==> src/design/vmfs_pkg.sv <==
// Shared types and constants for the virtual machine frame stack.
package vmfs_pkg;

  localparam int unsigned Depth     = 1024;
  localparam int unsigned WordW     = 32;
  localparam int unsigned IdxW      = 10;
  localparam int unsigned CountW    = 11;
  localparam int unsigned FillW     = 11;
  localparam int unsigned AddrW     = $clog2(Depth);
  localparam int unsigned TopW      = $clog2(Depth + 1);
  localparam int unsigned CmpW      = ((TopW > CountW) ? TopW : CountW) + 1;

  typedef enum logic [2:0] {
    KIND_PUSH   = 3'd0,
    KIND_POP    = 3'd1,
    KIND_GROW   = 3'd2,
    KIND_SHRINK = 3'd3,
    KIND_LOAD   = 3'd4,
    KIND_STORE  = 3'd5
  } kind_e;

  typedef enum logic [1:0] {
    ST_OK     = 2'd0,
    ST_UNDER  = 2'd1,
    ST_OVER   = 2'd2,
    ST_BADIDX = 2'd3
  } status_e;

  typedef struct packed {
    logic [2:0]              kind;
    logic signed [WordW-1:0] value;
    logic [IdxW-1:0]         slot_index;
    logic [CountW-1:0]       slot_count;
  } in_item_t;

  typedef struct packed {
    logic [1:0]              status;
    logic signed [WordW-1:0] read_word;
    logic [FillW-1:0]        fill_level;
  } out_item_t;

  typedef struct packed {
    logic             en;
    logic             we;
    logic [AddrW-1:0] addr;
    logic [WordW-1:0] wdata;
  } mem_req_t;

  typedef struct packed {
    logic             valid;
    logic [1:0]       status;
    logic             use_rd;
    logic [FillW-1:0] fill_level;
  } res_info_t;

endpackage

==> src/design/vmfs_ctrl.sv <==
// Request decode, depth tracking, clearing sweep and result register of the stack.
module vmfs_ctrl import vmfs_pkg::*; (
  input  logic      clk_i,
  input  logic      rst_ni,
  input  logic      in_valid_i,
  output logic      in_stall_o,
  input  in_item_t  in_item_i,
  input  logic      out_stall_i,
  output mem_req_t  mem_req_o,
  output res_info_t res_o
);

  logic             clr_q, clr_d;
  logic [AddrW-1:0] clr_addr_q, clr_addr_d;
  logic [TopW-1:0]  top_q, top_d;
  logic             out_valid_q, out_valid_d;
  logic [1:0]       status_q, status_d;
  logic             use_rd_q, use_rd_d;
  logic [FillW-1:0] fill_q, fill_d;
  logic             in_accept;
  logic [CmpW-1:0]  top_ext, cnt_ext, idx_ext, room_ext;
  mem_req_t         mem_req;

  assign in_stall_o = clr_q | (out_valid_q & out_stall_i);
  assign in_accept  = in_valid_i & ~in_stall_o;

  assign top_ext  = CmpW'(top_q);
  assign cnt_ext  = CmpW'(in_item_i.slot_count);
  assign idx_ext  = CmpW'(in_item_i.slot_index);
  assign room_ext = CmpW'(Depth) - top_ext;

  always_comb begin
    top_d       = top_q;
    status_d    = status_q;
    use_rd_d    = use_rd_q;
    fill_d      = fill_q;
    clr_d       = clr_q;
    clr_addr_d  = clr_addr_q;
    out_valid_d = out_valid_q & out_stall_i;
    mem_req     = '0;

    if (clr_q) begin
      // Zero one entry a cycle until the whole store is clean.
      mem_req.en  = 1'b1;
      mem_req.we  = 1'b1;
      mem_req.addr = clr_addr_q;
      clr_addr_d  = clr_addr_q + AddrW'(1);
      if (clr_addr_q == AddrW'(Depth - 1)) begin
        clr_d = 1'b0;
      end
    end else if (in_accept) begin
      status_d    = ST_OK;
      use_rd_d    = 1'b0;
      out_valid_d = 1'b1;
      case (kind_e'(in_item_i.kind))
        KIND_PUSH: begin
          if (top_ext >= CmpW'(Depth)) begin
            status_d = ST_OVER;
          end else begin
            mem_req.en    = 1'b1;
            mem_req.we    = 1'b1;
            mem_req.addr  = AddrW'(top_q);
            mem_req.wdata = in_item_i.value;
            top_d         = top_q + TopW'(1);
          end
        end
        KIND_POP: begin
          if (top_q == '0) begin
            status_d = ST_UNDER;
          end else begin
            mem_req.en   = 1'b1;
            mem_req.addr = AddrW'(top_q - TopW'(1));
            use_rd_d     = 1'b1;
            top_d        = top_q - TopW'(1);
          end
        end
        KIND_GROW: begin
          if (cnt_ext > room_ext) begin
            status_d = ST_OVER;
          end else begin
            top_d = TopW'(top_ext + cnt_ext);
          end
        end
        KIND_SHRINK: begin
          if (cnt_ext > top_ext) begin
            status_d = ST_UNDER;
          end else begin
            top_d = TopW'(top_ext - cnt_ext);
          end
        end
        KIND_LOAD: begin
          if (idx_ext >= top_ext) begin
            status_d = ST_BADIDX;
          end else begin
            mem_req.en   = 1'b1;
            mem_req.addr = AddrW'(in_item_i.slot_index);
            use_rd_d     = 1'b1;
          end
        end
        KIND_STORE: begin
          if (idx_ext >= top_ext) begin
            status_d = ST_BADIDX;
          end else begin
            mem_req.en    = 1'b1;
            mem_req.we    = 1'b1;
            mem_req.addr  = AddrW'(in_item_i.slot_index);
            mem_req.wdata = in_item_i.value;
          end
        end
        default: begin
        end
      endcase
      fill_d = FillW'(top_d);
    end
  end

  always_ff @(posedge clk_i or negedge rst_ni) begin
    if (!rst_ni) begin
      clr_q       <= 1'b1;
      clr_addr_q  <= '0;
      top_q       <= '0;
      out_valid_q <= 1'b0;
    end else begin
      clr_q       <= clr_d;
      clr_addr_q  <= clr_addr_d;
      top_q       <= top_d;
      out_valid_q <= out_valid_d;
    end
  end

  always_ff @(posedge clk_i) begin
    status_q <= status_d;
    use_rd_q <= use_rd_d;
    fill_q   <= fill_d;
  end

  assign mem_req_o        = mem_req;
  assign res_o.valid      = out_valid_q;
  assign res_o.status     = status_q;
  assign res_o.use_rd     = use_rd_q;
  assign res_o.fill_level = fill_q;

`ifndef SYNTHESIS
  a_top_in_range: assert property (@(posedge clk_i) disable iff (!rst_ni)
    top_q <= TopW'(Depth))
    else $error("stack depth beyond capacity");

  a_no_accept_in_clear: assert property (@(posedge clk_i) disable iff (!rst_ni)
    clr_q |-> !in_accept)
    else $error("item accepted during clearing sweep");

  a_clear_writes_zero: assert property (@(posedge clk_i) disable iff (!rst_ni)
    clr_q |-> (mem_req.en && mem_req.we && mem_req.wdata == '0))
    else $error("clearing sweep does not write zero");

  a_read_gives_result: assert property (@(posedge clk_i) disable iff (!rst_ni)
    (mem_req.en && !mem_req.we && !clr_q) |=> (out_valid_q && use_rd_q))
    else $error("memory read without a pending result");

  a_hold_when_stalled: assert property (@(posedge clk_i) disable iff (!rst_ni)
    (out_valid_q && out_stall_i) |=> (out_valid_q && $stable(fill_q) && $stable(status_q)))
    else $error("result changed while stalled");
`endif

endmodule
==> config.mk <==
export PLATFORM = sky130hd
export DESIGN_NAME = vmfs_ctrl
export DESIGN_NICKNAME = d
export VERILOG_FILES = /design/src/design/vmfs_pkg.sv /design/src/design/vmfs_ctrl.sv
export SDC_FILE = /design/constraint.sdc
export NUM_CORES = 1
export LEC_CHECK = 0
export BUFFER_PORTS_ARGS = -buffer_cell sky130_fd_sc_hd__buf_4
export CAP_MARGIN = 20
export CORE_MARGIN = 2
export CORE_UTILIZATION = 41
export DETAILED_ROUTE_END_ITERATION = 6
export GPL_TIMING_DRIVEN = 0
export PLACE_DENSITY_LB_ADDON = 0.15
export SLEW_MARGIN = 20
export SYNTH_ARGS = -nofsm -noshare
export SYNTH_HDL_FRONTEND = slang
export SYNTH_SLANG_ARGS = --single-unit
==> constraint.sdc <==
create_clock -name clk_i -period 5.9 [get_ports clk_i]
set_clock_uncertainty 0.15 [all_clocks]
set_input_delay 0.59 -clock clk_i [delete_from_list [all_inputs] [get_ports clk_i]]
set_output_delay 0.59 -clock clk_i [all_outputs]
set_load 0.1 [all_outputs]
# --- Yosys cells after proc, flatten, opt, wreduce, memory -nomap -nowiden ---
# Index checks and enable logic that the tools add are counted.
totals:
  regBits: 37
  out_inout_bits: 60
  elab_cells: 61
op_classes:
  n_addsub: 6
  order_cmp: 4
  eq_ne: 6
  muxes: 29
  bitwise: 5
  n_reduce_logical: 4
op_table:
  columns: ["operator", "n"]
  rows:
  - ["44-bit 2-to-1 mux", 3]
  - ["32-bit one-hot mux with 2 select lines", 1]
  - ["11-bit 2-to-1 mux", 4]
  - ["11-bit one-hot mux with 4 select lines", 1]
  - ["10-bit one-hot mux with 4 select lines", 1]
  - ["32-bit 2-to-1 mux", 1]
  - ["10-bit 2-to-1 mux", 2]
  - ["11-bit by 12-bit > comparator with 1-bit output", 1]
  - ["12-bit 2-to-1 mux", 1]
  - ["11-bit by 11-bit subtractor with 12-bit output (first input constant)", 1]
  - ["11-bit by 1-bit adder with 11-bit output (second input constant)", 1]
  - ["11-bit adder", 1]
  - ["10-bit by 11-bit greater-or-equal comparator with 1-bit output", 1]
  - ["11-bit greater-or-equal comparator (second input constant)", 1]
  - ["11-bit > comparator", 1]
  - ["11-bit logical NOT", 1]
  - ["11-bit by 1-bit subtractor with 11-bit output (second input constant)", 1]
  - ["11-bit subtractor", 1]
  - ["10-bit by 1-bit adder with 10-bit output (second input constant)", 1]
  - ["10-bit == test (second input constant)", 1]
  - ["2-bit one-hot mux with 5 select lines", 1]
  - ["1-bit 2-to-1 mux", 8]
  - ["3-bit by 2-bit == test with 1-bit output (second input constant)", 2]
  - ["3-bit == test (second input constant)", 2]
  - ["10 further kinds", 15]

# --- Logic depth before layout (Yosys ltp) ---
# Gate-level depths: netlist (run 1).
depth:
  word_depth: 6
  depth_mapped: 15
  depth_no_buf: 14

# --- Worst setup path before layout (run 1) ---
# Ideal clock, no wire load.
synth_path:
  path_type: "reg-to-output"
  start: "register top_q[2]"
  end: "output port mem_req_o[39] (netlist name)"
  arrival_time_ns: 4.486
  t_required_ns: 5.160
  setup_slack_ns: 0.674
  path_stages_with_launch: 12
  n_path_buf: 2
  cell_sequence: "dfrtp_1 clkbuf_1 inv_1 ha_1 and4_1 a41oi_1 o21ai_0 a41o_1 a31oi_1 clkbuf_1 a222oi_1 o21ai_0"
synth_rtl:
  columns: ["element", "line_no", "source"]
  rows:
  - ["start: declaration", "vmfs_ctrl.sv:15", "logic [TopW-1:0] top_q, top_d;"]
  - ["start signal: assignment", "vmfs_ctrl.sv:126", "top_q <= top_d;"]
  - ["end: declaration", "vmfs_ctrl.sv:9", "output mem_req_t mem_req_o,"]

# --- Final worst setup path (run 1) ---
layout_path:
  start: "register top_q[3]"
  end: "register top_q[10]"
layout_via:
  elab_chain_cells: 4
layout_lines:
  columns: ["element", "line_no", "source"]
  rows:
  - ["11-bit by 11-bit subtractor with 12-bit output", "vmfs_ctrl.sv:30", "assign room_ext = CmpW'(Depth) - top_ext;"]
  - ["11-bit by 12-bit > comparator with 1-bit output", "vmfs_ctrl.sv:78", "if (cnt_ext > room_ext) begin"]
  - ["11-bit 2-to-1 mux", "vmfs_ctrl.sv:78", null]
  - ["11-bit one-hot mux with 4 select lines *", "vmfs_ctrl.sv:55", "case (kind_e'(in_item_i.kind))"]
# Every way passes the cells marked *; elsewhere a longest branch is shown, timed or not.
# A chain may end at the register's enable or synchronous reset.

==> results of run 1 <==
[worst paths after layout]
path	start	end	slack (ns)	cells past startpoint
max reg2reg	top_q[3]	top_q[10]	1.05	14
min in group clk_i	in_valid_i	out_valid_q	0.34	3
min	rst_ni	clr_addr_q[5]	0.03	1
max	top_q[3]	top_q[10]	1.05	14
min reg2reg	clr_addr_q[9]	clr_addr_q[9]	0.35	1
max in group asynchronous	rst_ni	clr_q	5.27	1
[cells by family (layout without fill, tap and decap cells)]
logic type,count (synthesis),count (layout),share of synthesized area [%]
AOI/OAI and AO/OA,161,161,26.4
muxes,6,6,1.59
adders and majority gates,50,50,14.5
buffers and inverters,65,191,6.31
and+or+nand+nor,206,206,24.9
xor gates and xnor gates,19,19,3.77
DFF,37,37,22.6
[synth_stat cells (4+ instances only)]
master and count:
xnor2_1 15, and2_1 34, mux2_2 4, inv_1 31, buf_2 7, nor3_1 13, nand4_1 8, and3_1 6
or2_2 6, a221o_1 10, a31oi_1 5, a21oi_1 33, or3_1 4, o221ai_1 7, nand2_1 44, dfrtp_1 22
o21ai_1 4, a221oi_1 6, nor2b_1 7, clkbuf_1 19, o21ai_0 30, a211oi_1 6, a21o_1 9, edfxtp_1 14
ha_1 48, nor2_1 45, xor2_1 4, nand3_1 11
[worst register-to-register path: stages (launching register included)]
cell	delay, ns
dfrtp_1	0.43
buf_6	0.16
or4_4	0.59
or3_4	0.37
xnor2_1	0.32
ha_1	0.34
a21o_1	0.22
a221oi_2	0.34
o221ai_2	0.18
and4_4	0.24
or3_1	0.36
buf_6	0.16
o41ai_2	0.37
o311ai_1	0.21
mux2_4	0.29
[sequential cells by signal, indices dropped and copies added (netlist names)]
register / cells
status_q: 2
out_valid_q: 1
fill_q: 11
use_rd_q: 1
clr_addr_q: 10
top_q: 11
clr_q: 1
[power by group]
part           switching [uW]  internal [uW]
sequential               85.8            335
clock                     111            127
combinational            1000            512
[area by class of cell]
type                            count  area (um^2)
Buffer                             32          155
Clock buffer                        5         68.8
Clock inverter                      3         46.3
Fill cell                        1012         4830
Inverter                           33          124
Multi-Input combinational cell    442         3140
Sequential cell                    37          997
Tap cell                          136          170
Timing Repair Buffer              118          886
[stage by stage]
step	utilization [%]	cells
floorplan	-	544
global placement	52.6	798
detailed placement	52.6	798
CTS	53.7	806
global route	53.7	806
finish	53.7	806
[per-layer routing]
| metal | wire length (um) | up-vias | share of wire (%) | GRT usage (%) |
|---|---|---|---|---|
| met5 | 0 | - | 0 | 0 |
| met4 | 288 | 0 | 1.9 | 7.42 |
| met3 | 1230 | 24 | 8.2 | 4.72 |
| met2 | 7270 | 239 | 48 | 42.5 |
| met1 | 6340 | 2281 | 42 | 33.7 |
| li1 | - | 2266 | - | - |
==> impl_metrics.ini, run 1 <==
[critical_path]
crit_type = reg -> reg
end_kind = register
start_kind = register
slowest_delay_ns = 0.59
path_cells = buf_6 -> or4_4 -> or3_4 -> xnor2_1 -> ha_1 -> a21o_1 -> a221oi_2 -> o221ai_2 -> and4_4 -> or3_1 -> buf_6 -> o41ai_2 -> o311ai_1 -> mux2_4
cp_slowest_cell = or4_4
critPathTopFamily = simple AND/OR/NAND/NOR gates
critPathArrivalTime_ns = 4.90
crit_fanout = 10
cp_common_cell = buf_6
path_buf_inv = 2
worstPathRequired_ns = 5.95

[status]
status = finished, final reports clean

[cts]
root_buffer = clkbuf_8
cts_tree = built
cts_buffers = 5
clock_latency_ns = 0.31
cts.sink_count = 37
post-cts-setup-buffers = 0
ctsResizeCount = 0
htree_levels = 2
hold_buffers = 0
clkSlewWorstSetupHoldPaths_ns = 0.09
cts_buffer_depth = 2

[pwr]
power_uw = 2170
p_leak_uw = 0.00256
ir_worst_vdd_v = 0.000190
p_per_area_mw_per_mm2 = 388

[sta]
fin_hold_ws_ns = 0.0291
setup_viol = 0
finalMaxSlewViolations = 0
hold_violations = 0
fin_tns_setup_ns = 0
fin_crit_ns = 4.85
tightest_slew_ns = 1.16
max_freq_mhz = 206
slew_headroom_pct = 22.0
fin_crit_sh_pct = 82.2
rsz0062_at_grt = false
setup_slack_ns = 1.05

[route]
wl_um = 15100
vias_per_cell = 5.97
vias = 4810
dr.first_iter.drc_count = 422
ant_nets = 0
drc = 0
avgRoutedWirePerCell_um = 18.8
drt_first_pass_iters = 5

[floorplanning]
rows = 37
die-area_mm2 = 0.0116
coreArea_mm2 = 0.0104
die_height_um = 108
start_util_pct = 42.4
die_w_um = 108
io-pin-count = 120

[global_routing]
grt_max_degree = 24
grt_pass1_wl_um = 23300
antenna_found_initial = 0
grt_overflow_total = 0
grt_usage_pct = 25.6
grt_pass1_vias = 4639

[logic_synthesis]
synth_area_mm2 = 0.00442
yosys.cell_types.count = 85
async_flop_share_pct = 62.2
avgSynthCellArea_um2 = 8.12
synth_area_leaders = ha_1, dfrtp_1, edfxtp_1, and2_1, nor2_1
synthCells = 544
yosysTopAreaCell = ha_1
synth_ff_type = dfrtp_1
yosys.area.top_type_share_pct = 13.6
syn_nets = 654
ys.warnings.count = 0
synth_edf_count = 14
yosysSeqAreaShare_pct = 22.6
postSynthRegisterBits = 37

[layout]
final_common_cell = buf_4
layout-drive-gt1-share_pct = 25.1
nNetsFinal = 779
mostFrequentLayoutCells = buf_4, ha_1, nor2_1
diodes = 0
syn_to_final_growth_pct = 26.5
final_cell_area_mm2 = 0.00559

[placement]
post-place-ws_ns = 1.11
hpwl_um = 12100
numPortBuffers = 118
globalplace.congestion = 0.980
dpl_cell_area_mm2 = 0.00548

[worst_hold_path]
hold_path.class = in -> async

[job]
drv_cap = 0
No activity file was read; power rests on OpenSTA's default activity.
==> inputs of run 2 (changes only) <==
==> constraint.sdc (replaced) <==
create_clock -name clk_i -period 5.07 [get_ports clk_i]
set_clock_uncertainty 0.15 [all_clocks]
set_input_delay 0.507 -clock clk_i [delete_from_list [all_inputs] [get_ports clk_i]]
set_output_delay 0.507 -clock clk_i [all_outputs]
set_load 0.1 [all_outputs]
==> impl_metrics.ini, run 2 (same netlist as run 1, synthesis figures left out) <==
[cts]
cts_buffer_depth = 2
clock_latency_ns = 0.30
hold_buffers = 1
cts_buffers = 5
cts.sink_count = 37
root_buffer = clkbuf_8
cts_tree = built
post-cts-setup-buffers = 0
ctsResizeCount = 0
htree_levels = 2
clkSlewWorstSetupHoldPaths_ns = 0.09

[floorplanning]
die_height_um = 108
die_w_um = 108
die-area_mm2 = 0.0116
rows = 37
start_util_pct = 42.4
io-pin-count = 120
coreArea_mm2 = 0.0104

[critical_path]
slowest_delay_ns = 0.59
end_kind = register
path_cells = buf_6 -> or4_4 -> or3_4 -> xnor2_1 -> ha_1 -> a21o_1 -> a221oi_2 -> o221ai_2 -> and4_4 -> or3_1 -> buf_6 -> o41ai_2 -> o311ai_1 -> mux2_4
critPathArrivalTime_ns = 4.83
cp_slowest_cell = or4_4
crit_fanout = 10
start_kind = register
critPathTopFamily = simple AND/OR/NAND/NOR gates
worstPathRequired_ns = 5.11
cp_common_cell = buf_6
path_buf_inv = 2
crit_type = reg -> reg

[sta]
fin_crit_sh_pct = 94.4
fin_tns_setup_ns = 0
finalMaxSlewViolations = 0
max_freq_mhz = 209
fin_hold_ws_ns = 0.267
rsz0062_at_grt = false
fin_crit_ns = 4.79
tightest_slew_ns = 1.13
slew_headroom_pct = 24.3
hold_violations = 0
setup_viol = 0

[route]
vias_per_cell = 5.87
vias = 4741
drt_first_pass_iters = 6
avgRoutedWirePerCell_um = 18.8
dr.first_iter.drc_count = 502
ant_nets = 0
drc = 0
wl_um = 15200

[pwr]
combPwrFrac_pct = 71.0
p_clk_share_pct = 9.4
ir_worst_vdd_v = 0.000233
intPower_uw = 1100
swShare_pct = 55.6
switching_power_uw = 1380
p_leak_uw = 0.00255
seq_power_share_pct = 19.6
p_per_area_mw_per_mm2 = 443

[layout]
mostFrequentLayoutCells = buf_4, ha_1, nor2_1
syn_to_final_growth_pct = 26.2
reg.largest.list = fill_q: 11 flops, top_q: 11 flops, clr_addr_q: 10 flops
layout-drive-gt1-share_pct = 24.9
diodes = 0
final_common_cell = buf_4
nNetsFinal = 780
fill_cells = 1043

[placement]
globalplace.congestion = 0.982
hpwl_um = 12100
numPortBuffers = 118

[global_routing]
grt_pass1_wl_um = 23700
grt_usage_pct = 25.8
grt_overflow_total = 0
grt_max_degree = 24
antenna_found_initial = 0
grt_pass1_vias = 4541

[job]
drv_cap = 0

[status]
status = finished, final reports clean

[worst_hold_path]
hold_path.class = in -> reg
run 2: changes by cell type in the layout (fill, tap and decap cells not counted), sizes merged:
cell	change
bufinv	-1
clkbuf	+2
clkinv	-1
dlygate4sd3	+1
run 2: metrics by stage:
stage	util (%)	area [um^2]	cells	total power [uW]	setup slack, ns
CTS	53.6	5580	807	2450	0.334
global route	53.6	5580	807	2660	0.184
finish	53.6	5580	807	2470	0.282
floorplan	-	4420	544	1770	0.680
global placement	52.6	5480	798	2180	0.351
detailed placement	52.6	5480	798	2210	0.373
run 2: area by class of cell:
type                    count  area, um^2  share of cell area (%)
multi-input cells         442        3140                    56.3
flip-flops and latches     37         997                    17.9
repair buffers            119         896                    16.1
well taps                 136         170                    3.05
plain buffers              32         155                    2.78
inverters                  33         124                    2.22
clock buffers               7        86.3                    1.55
clock inverters             1        7.51                   0.135
run 2: path summary, 6_finish.rpt:
| kind | startpoint | end | slack, ns | depth (start not counted) |
|---|---|---|---|---|
| hold / removal | in_valid_i | out_valid_q | 0.27 | 3 |
| hold reg to reg | clr_addr_q[9] | clr_addr_q[9] | 0.37 | 1 |
| setup reg to reg | top_q[3] | top_q[10] | 0.28 | 14 |
| setup / recovery | top_q[3] | top_q[10] | 0.28 | 14 |
| min in group asynchronous | rst_ni | top_q[0] | 0.50 | 2 |
| max in group asynchronous | rst_ni | clr_q | 3.97 | 2 |
run 2: worst min-delay path, cell delays in order:
cell and delay (ns):
buf_4 0.08, nand2_1 0.04, nand2_1 0.05
run 2: power by group through the flow:
stage               Combinational, uW  Sequential (uW)  Clock (uW)
floorplan                        1150              620           0
global placement                 1700              487           0
detailed placement               1720              486           0
CTS                              1740              482         233
global route                     1920              495         244
finish                           1760              485         232
run 2: per-layer routing:
metal  GRT usage, %  up-vias  share of wire [%]
met5              0        -                  0
met1           36.4     2207                 43
met2           41.8      240                 47
li1               -     2272                  -
met4           5.22        0                1.3
met3           4.00       22                8.6
